[src/rtl/core/assert_macros.svh]
// ---------------------------------------------------------------------------
// assertion helpers shared by the rtl
// ---------------------------------------------------------------------------
`ifndef ASSERT_MACROS_SVH
`define ASSERT_MACROS_SVH

// clocked check, held off while reset is asserted
`define ASSERT_CLK(label, clk, rst_n, prop, msg) \
    label: assert property (@(posedge clk) disable iff (!rst_n) prop) else $error(msg);

// clocked check that also holds during reset
`define ASSERT_ALWAYS(label, clk, prop, msg) \
    label: assert property (@(posedge clk) prop) else $error(msg);

`endif

[src/rtl/core/chps_pkg.sv]
// ---------------------------------------------------------------------------
// chps_pkg
// constants, tables and types for the charlieplexed segment scanner
// ---------------------------------------------------------------------------
package chps_pkg;

    localparam int SEGMENT_COUNT = 18;
    localparam int PIN_COUNT     = 5;
    localparam int SEG_W         = 5;
    localparam int PIN_IDX_W     = 3;
    localparam int NUM_W         = 7;
    localparam int IND_W         = 4;
    localparam int CFG_IDX_W     = 2;
    localparam int CFG_DATA_W    = NUM_W;
    localparam int IN_TDATA_W    = 8;
    localparam int OUT_TDATA_W   = 16;

    localparam logic [SEG_W-1:0] POS_NONE   = 5'd31;
    localparam logic [SEG_W-1:0] SEG_LAST   = 5'(SEGMENT_COUNT - 1);
    localparam logic [NUM_W-1:0] NUMBER_MAX = 7'd100;
    localparam logic [NUM_W-1:0] NUMBER_TEN = 7'd10;

    // tens = (n * 205) >> 11, exact for n in 0..100
    localparam logic [7:0] TENS_RECIP = 8'd205;
    localparam int         TENS_SHIFT = 11;

    typedef enum logic [CFG_IDX_W-1:0] {
        CFG_DISPLAY_NUMBER = 2'd0,
        CFG_INDICATOR_BITS = 2'd1
    } t_cfg_reg;

    typedef logic [SEGMENT_COUNT-1:0] t_seg_mask;

    typedef struct packed {
        logic [PIN_IDX_W-1:0] hi;
        logic [PIN_IDX_W-1:0] lo;
    } t_route;

    // abcdefg in bits 0..6
    function automatic logic [6:0] digit_pattern(input logic [3:0] d);
        logic [6:0] p;
        case (d)
            4'd0:    p = 7'h3F;
            4'd1:    p = 7'h06;
            4'd2:    p = 7'h5B;
            4'd3:    p = 7'h4F;
            4'd4:    p = 7'h66;
            4'd5:    p = 7'h6D;
            4'd6:    p = 7'h7D;
            4'd7:    p = 7'h07;
            4'd8:    p = 7'h7F;
            4'd9:    p = 7'h6F;
            default: p = 7'h00;
        endcase
        return p;
    endfunction

    // pin pair wired to each segment
    function automatic t_route seg_route(input logic [SEG_W-1:0] s);
        t_route r;
        case (s)
            5'd0:    r = '{hi: 3'd1, lo: 3'd2};
            5'd1:    r = '{hi: 3'd2, lo: 3'd1};
            5'd2:    r = '{hi: 3'd3, lo: 3'd2};
            5'd3:    r = '{hi: 3'd3, lo: 3'd1};
            5'd4:    r = '{hi: 3'd4, lo: 3'd1};
            5'd5:    r = '{hi: 3'd4, lo: 3'd2};
            5'd6:    r = '{hi: 3'd4, lo: 3'd3};
            5'd7:    r = '{hi: 3'd0, lo: 3'd1};
            5'd8:    r = '{hi: 3'd1, lo: 3'd0};
            5'd9:    r = '{hi: 3'd0, lo: 3'd2};
            5'd10:   r = '{hi: 3'd2, lo: 3'd0};
            5'd11:   r = '{hi: 3'd0, lo: 3'd3};
            5'd12:   r = '{hi: 3'd3, lo: 3'd0};
            5'd13:   r = '{hi: 3'd4, lo: 3'd0};
            5'd14:   r = '{hi: 3'd2, lo: 3'd3};
            5'd15:   r = '{hi: 3'd1, lo: 3'd3};
            5'd16:   r = '{hi: 3'd2, lo: 3'd4};
            5'd17:   r = '{hi: 3'd1, lo: 3'd4};
            default: r = '{hi: 3'd0, lo: 3'd0};
        endcase
        return r;
    endfunction

endpackage

[src/rtl/core/charlieplex_segment_scanner.sv]
// ---------------------------------------------------------------------------
// charlieplex_segment_scanner
// round-robin scanner for an 18-segment charlieplexed display on 5 pins
// ---------------------------------------------------------------------------
// usage
//   config port: i_cfg_we / i_cfg_idx / i_cfg_data. index 0 is the display
//   number (clamped to 100), index 1 the four indicator bits. write only
//   while no word is in flight.
//   input stream: one tick word per scan period, tick in tdata bit 0.
//   a set tick steps to the next active segment after the last one lit,
//   a clear tick repeats the current one.
//   output stream: one result word per input word with the pin drive mask,
//   the pin levels, a lit flag and the lit segment index.
//   path: a word taken into the input register passes the rotate and
//   find-first pass into the result register. throughput: one word every
//   cycle while the output is not stalled, set by that single pass.
//   stall: the input register and the result register form two stages, so
//   one word is still taken while a result waits; further words wait.
//   reset: config is cleared, the scan points at no segment so the first
//   set tick starts the search at segment 0, both stages are empty.
// ---------------------------------------------------------------------------
`include "assert_macros.svh"

module charlieplex_segment_scanner (
    input  logic                               i_clk,
    input  logic                               i_rst_n,
    // config write port
    input  logic                               i_cfg_we,
    input  logic [chps_pkg::CFG_IDX_W-1:0]     i_cfg_idx,
    input  logic [chps_pkg::CFG_DATA_W-1:0]    i_cfg_data,
    // input stream
    input  logic                               s_axis_tvalid,
    output logic                               s_axis_tready,
    input  logic [chps_pkg::IN_TDATA_W-1:0]    s_axis_tdata,  // [0] tick
    // output stream
    output logic                               m_axis_tvalid,
    input  logic                               m_axis_tready,
    output logic [chps_pkg::OUT_TDATA_W-1:0]   m_axis_tdata   // [4:0] pin_drive,
                                                              // [9:5] pin_high,
                                                              // [10] lit,
                                                              // [15:11] segment_lit
);

    // configuration
    logic [chps_pkg::NUM_W-1:0] r_number;
    logic [chps_pkg::IND_W-1:0] r_indicator;
    logic [chps_pkg::NUM_W-1:0] w_cfg_num;

    assign w_cfg_num = (i_cfg_data > chps_pkg::NUMBER_MAX) ? chps_pkg::NUMBER_MAX
                                                            : i_cfg_data;

    always_ff @(posedge i_clk) begin
        if (!i_rst_n) begin
            r_number    <= '0;
            r_indicator <= '0;
        end else if (i_cfg_we) begin
            case (i_cfg_idx)
                chps_pkg::CFG_DISPLAY_NUMBER: r_number    <= w_cfg_num;
                chps_pkg::CFG_INDICATOR_BITS: r_indicator <= i_cfg_data[chps_pkg::IND_W-1:0];
                default: ; // unmapped index, write dropped
            endcase
        end
    end

    // pipeline handshake
    logic r_in_valid;
    logic r_in_tick;
    logic r_out_valid;
    logic w_advance;

    assign w_advance     = !r_out_valid || m_axis_tready;
    assign s_axis_tready = !r_in_valid || w_advance;

    always_ff @(posedge i_clk) begin
        if (!i_rst_n) begin
            r_in_valid  <= 1'b0;
            r_out_valid <= 1'b0;
        end else begin
            if (s_axis_tready) begin
                r_in_valid <= s_axis_tvalid;
            end
            if (w_advance) begin
                r_out_valid <= r_in_valid;
            end
        end
    end

    // input register, payload only
    always_ff @(posedge i_clk) begin
        if (s_axis_tready && s_axis_tvalid) begin
            r_in_tick <= s_axis_tdata[0];
        end
    end

    // active segment mask from the config
    logic [14:0]                   w_prod;
    logic [3:0]                    w_tens_full;
    logic [3:0]                    w_tens;
    logic [chps_pkg::NUM_W-1:0]    w_ones_full;
    chps_pkg::t_seg_mask           w_mask;
    logic [chps_pkg::IND_W-1:0]    w_marks;

    always_comb begin
        w_prod      = 15'(r_number) * 15'(chps_pkg::TENS_RECIP);
        w_tens_full = w_prod[chps_pkg::TENS_SHIFT +: 4];
        // only 100 gives ten tens; the tens digit then shows zero
        w_tens      = (w_tens_full == 4'd10) ? 4'd0 : w_tens_full;
        w_ones_full = r_number - (7'(w_tens_full) * 7'd10);
        // hundreds mark lights H1 and H2
        w_marks     = r_indicator |
                      ((r_number >= chps_pkg::NUMBER_MAX) ? 4'b0011 : 4'b0000);
        w_mask[6:0]   = (r_number >= chps_pkg::NUMBER_TEN) ? chps_pkg::digit_pattern(w_tens)
                                                           : 7'd0;
        w_mask[13:7]  = chps_pkg::digit_pattern(w_ones_full[3:0]);
        w_mask[17:14] = w_marks;
    end

    // round-robin search: rotate so the search opens at the slot after the
    // last lit one, then take the first set bit
    logic [chps_pkg::SEG_W-1:0]         r_scan;
    logic [chps_pkg::SEG_W-1:0]         n_scan;
    logic [chps_pkg::SEG_W-1:0]         w_start;
    logic [2*chps_pkg::SEGMENT_COUNT-1:0] w_dbl;
    chps_pkg::t_seg_mask                w_rot;
    logic [chps_pkg::SEG_W-1:0]         w_first;
    logic [chps_pkg::SEG_W:0]           w_sum;
    logic [chps_pkg::SEG_W-1:0]         w_next;

    always_comb begin
        // no segment yet (or a position out of range) starts at segment 0
        if (r_scan < chps_pkg::SEG_LAST) begin
            w_start = r_scan + 5'd1;
        end else begin
            w_start = '0;
        end
        w_dbl   = {w_mask, w_mask} >> w_start;
        w_rot   = w_dbl[chps_pkg::SEGMENT_COUNT-1:0];
        w_first = '0;
        for (int k = chps_pkg::SEGMENT_COUNT - 1; k >= 0; k--) begin
            if (w_rot[k]) begin
                w_first = 5'(k);
            end
        end
        w_sum  = {1'b0, w_start} + {1'b0, w_first};
        w_next = (w_sum >= 6'(chps_pkg::SEGMENT_COUNT))
                 ? 5'(w_sum - 6'(chps_pkg::SEGMENT_COUNT)) : w_sum[chps_pkg::SEG_W-1:0];

        n_scan = r_scan;
        if (r_in_tick) begin
            n_scan = (w_mask == '0) ? chps_pkg::POS_NONE : w_next;
        end
    end

    logic w_step;
    assign w_step = r_in_valid && w_advance;

    always_ff @(posedge i_clk) begin
        if (!i_rst_n) begin
            r_scan <= chps_pkg::POS_NONE;
        end else if (w_step) begin
            r_scan <= n_scan;
        end
    end

    // pin pattern for the segment that is lit after this word
    chps_pkg::t_route                      w_route;
    logic                                  w_lit;
    logic [chps_pkg::PIN_COUNT-1:0]        w_high;
    logic [chps_pkg::PIN_COUNT-1:0]        w_drive;

    always_comb begin
        w_route = chps_pkg::seg_route(n_scan);
        w_lit   = (n_scan < 5'(chps_pkg::SEGMENT_COUNT));
        w_high  = w_lit ? (5'd1 << w_route.hi) : '0;
        w_drive = w_lit ? ((5'd1 << w_route.lo) | (5'd1 << w_route.hi)) : '0;
    end

    // result register, payload only
    logic [chps_pkg::PIN_COUNT-1:0] r_out_drive;
    logic [chps_pkg::PIN_COUNT-1:0] r_out_high;
    logic                           r_out_lit;
    logic [chps_pkg::SEG_W-1:0]     r_out_seg;

    always_ff @(posedge i_clk) begin
        if (w_step) begin
            r_out_drive <= w_drive;
            r_out_high  <= w_high;
            r_out_lit   <= w_lit;
            r_out_seg   <= w_lit ? n_scan : '0;
        end
    end

    assign m_axis_tvalid = r_out_valid;
    assign m_axis_tdata  = {r_out_seg, r_out_lit, r_out_high, r_out_drive};

    // checks
    `ASSERT_CLK(a_dark_zero, i_clk, i_rst_n,
        (r_out_valid && !r_out_lit) |-> (r_out_drive == '0 && r_out_high == '0 && r_out_seg == '0),
        "dark result carries nonzero fields")
    `ASSERT_CLK(a_two_pins, i_clk, i_rst_n,
        (r_out_valid && r_out_lit) |-> ($countones(r_out_drive) == 2 && $countones(r_out_high) == 1
                                        && (r_out_high & ~r_out_drive) == '0),
        "lit segment must drive one pin high and one low")
    `ASSERT_CLK(a_scan_range, i_clk, i_rst_n,
        (r_scan < 5'(chps_pkg::SEGMENT_COUNT)) || (r_scan == chps_pkg::POS_NONE),
        "scan position out of range")
    `ASSERT_CLK(a_hold_scan, i_clk, i_rst_n,
        !w_step |=> $stable(r_scan),
        "scan position moved without a word")

endmodule

[config.mk]
export PLATFORM = sky130hd
export DESIGN_NAME = charlieplex_segment_scanner
export DESIGN_NICKNAME = d
export VERILOG_FILES = /design/src/rtl/core/chps_pkg.sv /design/src/rtl/core/charlieplex_segment_scanner.sv
export VERILOG_INCLUDE_DIRS = /design/src /design/src/rtl/core
export SDC_FILE = /design/constraint.sdc
export NUM_CORES = 1
export LEC_CHECK = 0
export ABC_AREA = 1
export BUFFER_PORTS_ARGS = -buffer_cell sky130_fd_sc_hd__buf_2
export CAP_MARGIN = 15
export CORE_ASPECT_RATIO = 2
export CORE_MARGIN = 8
export CORE_UTILIZATION = 45
export CTS_BUF_LIST = sky130_fd_sc_hd__clkbuf_2 sky130_fd_sc_hd__clkbuf_4 sky130_fd_sc_hd__clkbuf_8
export DETAILED_ROUTE_END_ITERATION = 8
export PLACE_DENSITY = 0.66
export REMOVE_ABC_BUFFERS = 1
export SLEW_MARGIN = 20
export SYNTH_ARGS = -nofsm -noshare
export SYNTH_HDL_FRONTEND = slang
export SYNTH_SLANG_ARGS = --single-unit
export TNS_END_PERCENT = 50
[constraint.sdc]
create_clock -name i_clk -period 21.1 [get_ports i_clk]
set_input_delay 2.11 -clock i_clk [delete_from_list [all_inputs] [get_ports i_clk]]
set_output_delay 2.11 -clock i_clk [all_outputs]
set_load 0.03 [all_outputs]
==> flow_metrics.env <==
export IMPL_tns_ns=0
export IMPL_outcome="completed"
export IMPL_fmax_mhz=101
export IMPL_synth_main_ff_cell="dfxtp_1"
export IMPL_hold_buffers=0
export IMPL_slew_viol_final=0
export IMPL_coreArea_mm2=0.0116
export IMPL_instances_no_fill=987
export IMPL_clock_sinks=35
export IMPL_netlist_instances=822
export IMPL_grt_usage=0.164
export IMPL_power_per_cell_area_mw_per_mm2=64.5
export IMPL_yosysSeqAreaShare=0.166
export IMPL_num_antenna_cells=0
export IMPL_required_ns=21.13
export IMPL_antenna_found_initial=0
export IMPL_clk_latency_ns=0.29
export IMPL_via_per_inst=5.28
export IMPL_dpl_worst_slack_ns=11.25
export IMPL_start_kind="flip-flop"
export IMPL_layout_common_cells="nand2_1, inv_1, nand3_1, ha_1, nor2_1"
export IMPL_ios=40
export IMPL_async_flop_share=0
export IMPL_worst_pin_slew_ns=0.800
export IMPL_rows=56
export IMPL_setup_viol=0
export IMPL_holdWs_ns=0.469
export IMPL_first_pass_iters=5
export IMPL_min_period_ns=9.89
export IMPL_nets=937
export IMPL_cpPeakStageDelay_ns=0.54
export IMPL_vias=5210
export IMPL_root_buffer="clkbuf_8"
export IMPL_drc=0
export IMPL_dieWidth_um=92.4
export IMPL_avgSynthCellArea_um2=6.39
export IMPL_path_common_cell="nand2_1"
export IMPL_ys_types=56
export IMPL_worstPathMaxFanout=8
export IMPL_cts_clk_slew_worst_paths_ns=0.07
export IMPL_post_route_util=0.485
export IMPL_timing_worst_setup_path_type="reg -> reg"
export IMPL_timing_slew_headroom=0.465
export IMPL_gp_congestion=0.907
export IMPL_grt_pass1_vias=4967
export IMPL_hp_class="reg -> reg"
export IMPL_grt_max_degree=26
export IMPL_synth_seq_cells=35
export IMPL_syn_area_mm2=0.00526
export IMPL_cp_end_kind="flip-flop"
export IMPL_ir_drop_mv=0.0582
export IMPL_cp_arrival_ns=9.92
export IMPL_p_total_mw=0.362
export IMPL_dp_final_hpwl_mm=10.1
export IMPL_filler_cell_count=1191
export IMPL_cts_tree="built"
export IMPL_die_h_um=169
export IMPL_design_area_mm2=0.00561
export IMPL_synth_edff_count=17
export IMPL_htreeDepth=2
export IMPL_worst_clock_skew_ns=0.0103
export IMPL_layout_commonest_cell="nand2_1"
export IMPL_placedCellCount=979
export IMPL_crit_slowest_cell="fa_1"
export IMPL_wl_mm=12.2
export IMPL_clk_path_buf_depth=2
export IMPL_wl_per_cell_um=12.4
export IMPL_power_leakage_nw=3.00
export IMPL_cts_resized=0
export IMPL_post_cts_buffers=0
export IMPL_drv_cap=0
export IMPL_min_period_over_period=0.469
export IMPL_post_dp_cell_area_mm2=0.00552
export IMPL_yosysWarnings=0
export IMPL_cts_made_buffers=5
export IMPL_timing_hold_violations_final=0
export IMPL_overflow=0
export IMPL_drive_gt1_frac=0.113
export IMPL_syn2layout_area_growth_pct=6.76
export IMPL_io_buffers=32
export IMPL_timing_final_ws_setup_ns=11.21
export IMPL_start_util=0.455
export IMPL_drt_iter0_markers=308
export IMPL_grt_pass1_wl_mm=21.7
export IMPL_rsz0062_at_grt="no"
export IMPL_ant_nets=0
export IMPL_dieArea_mm2=0.0156
-- cells in the mapped netlist (2+ instances only) --
cell type	number	area, um^2
nand2_1	230	863
inv_1	114	428
nand3_1	97	485
ha_1	64	801
nor2_1	54	203
o21ai_0	36	180
a21oi_1	31	155
dfxtp_1	18	360
edfxtp_1	17	510
nand4_1	14	87.6
nand2_2	13	81.3
clkbuf_1	12	45.0
inv_2	11	41.3
o21ai_1	11	55.1
fa_1	10	200
a31oi_1	6	37.5
buf_2	6	30.0
a211oi_1	5	37.5
nor3_1	5	25.0
o22ai_1	5	31.3
buf_1	4	15.0
o211ai_1	4	30.0
xor2_1	4	35.0
nand2_4	3	33.8
nand3_4	3	52.6
nor2_2	3	18.8
o31ai_1	3	22.5
or2_1	3	18.8
xnor2_1	3	26.3
a32o_1	2	20.0
nand2_8	2	40.0
nand3_2	2	20.0
nor3_2	2	20.0
nor3b_1	2	15.0
o21ai_2	2	17.5
-- kinds of logic after synthesis --
logic type | Yosys count | synth area share
buffers and inverters | 151 | 0.111
XOR/XNOR | 7 | 0.0117
AO/OA/AOI/OAI | 118 | 0.142
AND/OR/NAND/NOR | 437 | 0.379
flip-flops | 35 | 0.166
adder cells (fa/ha/maj) | 74 | 0.190
-- metal layers --
layer,part of all wire,global-route usage,wire (um),up-vias
met3,0.027,0.0138,324,23
met1,0.47,0.205,5700,2361
met5,0,0,0,-
met2,0.48,0.279,5860,99
met4,0.027,0.0678,333,0
li1,-,-,-,2727
-- final timing paths --
kind / to / startpoint / slack, ns / cells past startpoint
max reg2reg: r_out_drive[3]$_SDFFCE_PN0P_ / r_number[4]$_SDFFE_PN0P_ / 11.21 / 53
min reg2reg: r_indicator[1]$_SDFFE_PN0P_ / r_indicator[1]$_SDFFE_PN0P_ / 0.47 / 2
min: r_indicator[1]$_SDFFE_PN0P_ / r_indicator[1]$_SDFFE_PN0P_ / 0.47 / 2
max: r_out_drive[3]$_SDFFCE_PN0P_ / r_number[4]$_SDFFE_PN0P_ / 11.21 / 53
-- critical path, delay by kind of cell (launching register included) --
kind,cells,cell delay [ns]
and+or+nand+nor,22,2.35
adders and majority gates,9,2.90
xor gates and xnor gates,3,0.79
AOI/OAI and AO/OA,11,2.35
buffers and inverters,8,0.76
DFF,1,0.44
-- cell type report --
type | instances | area [um^2] | share of cell area
multi-input cells | 636 | 3800 | 0.677
well taps | 145 | 181 | 0.0323
clock buffers | 7 | 83.8 | 0.0149
clock inverters | 1 | 5.00 | 0.000892
flip-flops and latches | 35 | 871 | 0.155
repair buffers | 35 | 183 | 0.0326
inverters | 128 | 488 | 0.0870
-- power breakdown --
group | switching [mW] | internal [mW]
Clock | 0.0224 | 0.0257
Combinational | 0.151 | 0.0779
Sequential | 0.00406 | 0.0804
Total | 0.178 | 0.184
-- flip-flops by register name, summed over array words and instances, names as in the netlist --
signal / count
r_scan: 5
r_in_tick: 1
r_in_valid: 1
r_indicator: 4
r_out_seg: 5
r_out_lit: 1
r_out_drive: 5
m_axis_tvalid: 1
r_out_high: 5
r_number: 7
Power figures use the tool's default switching activity.
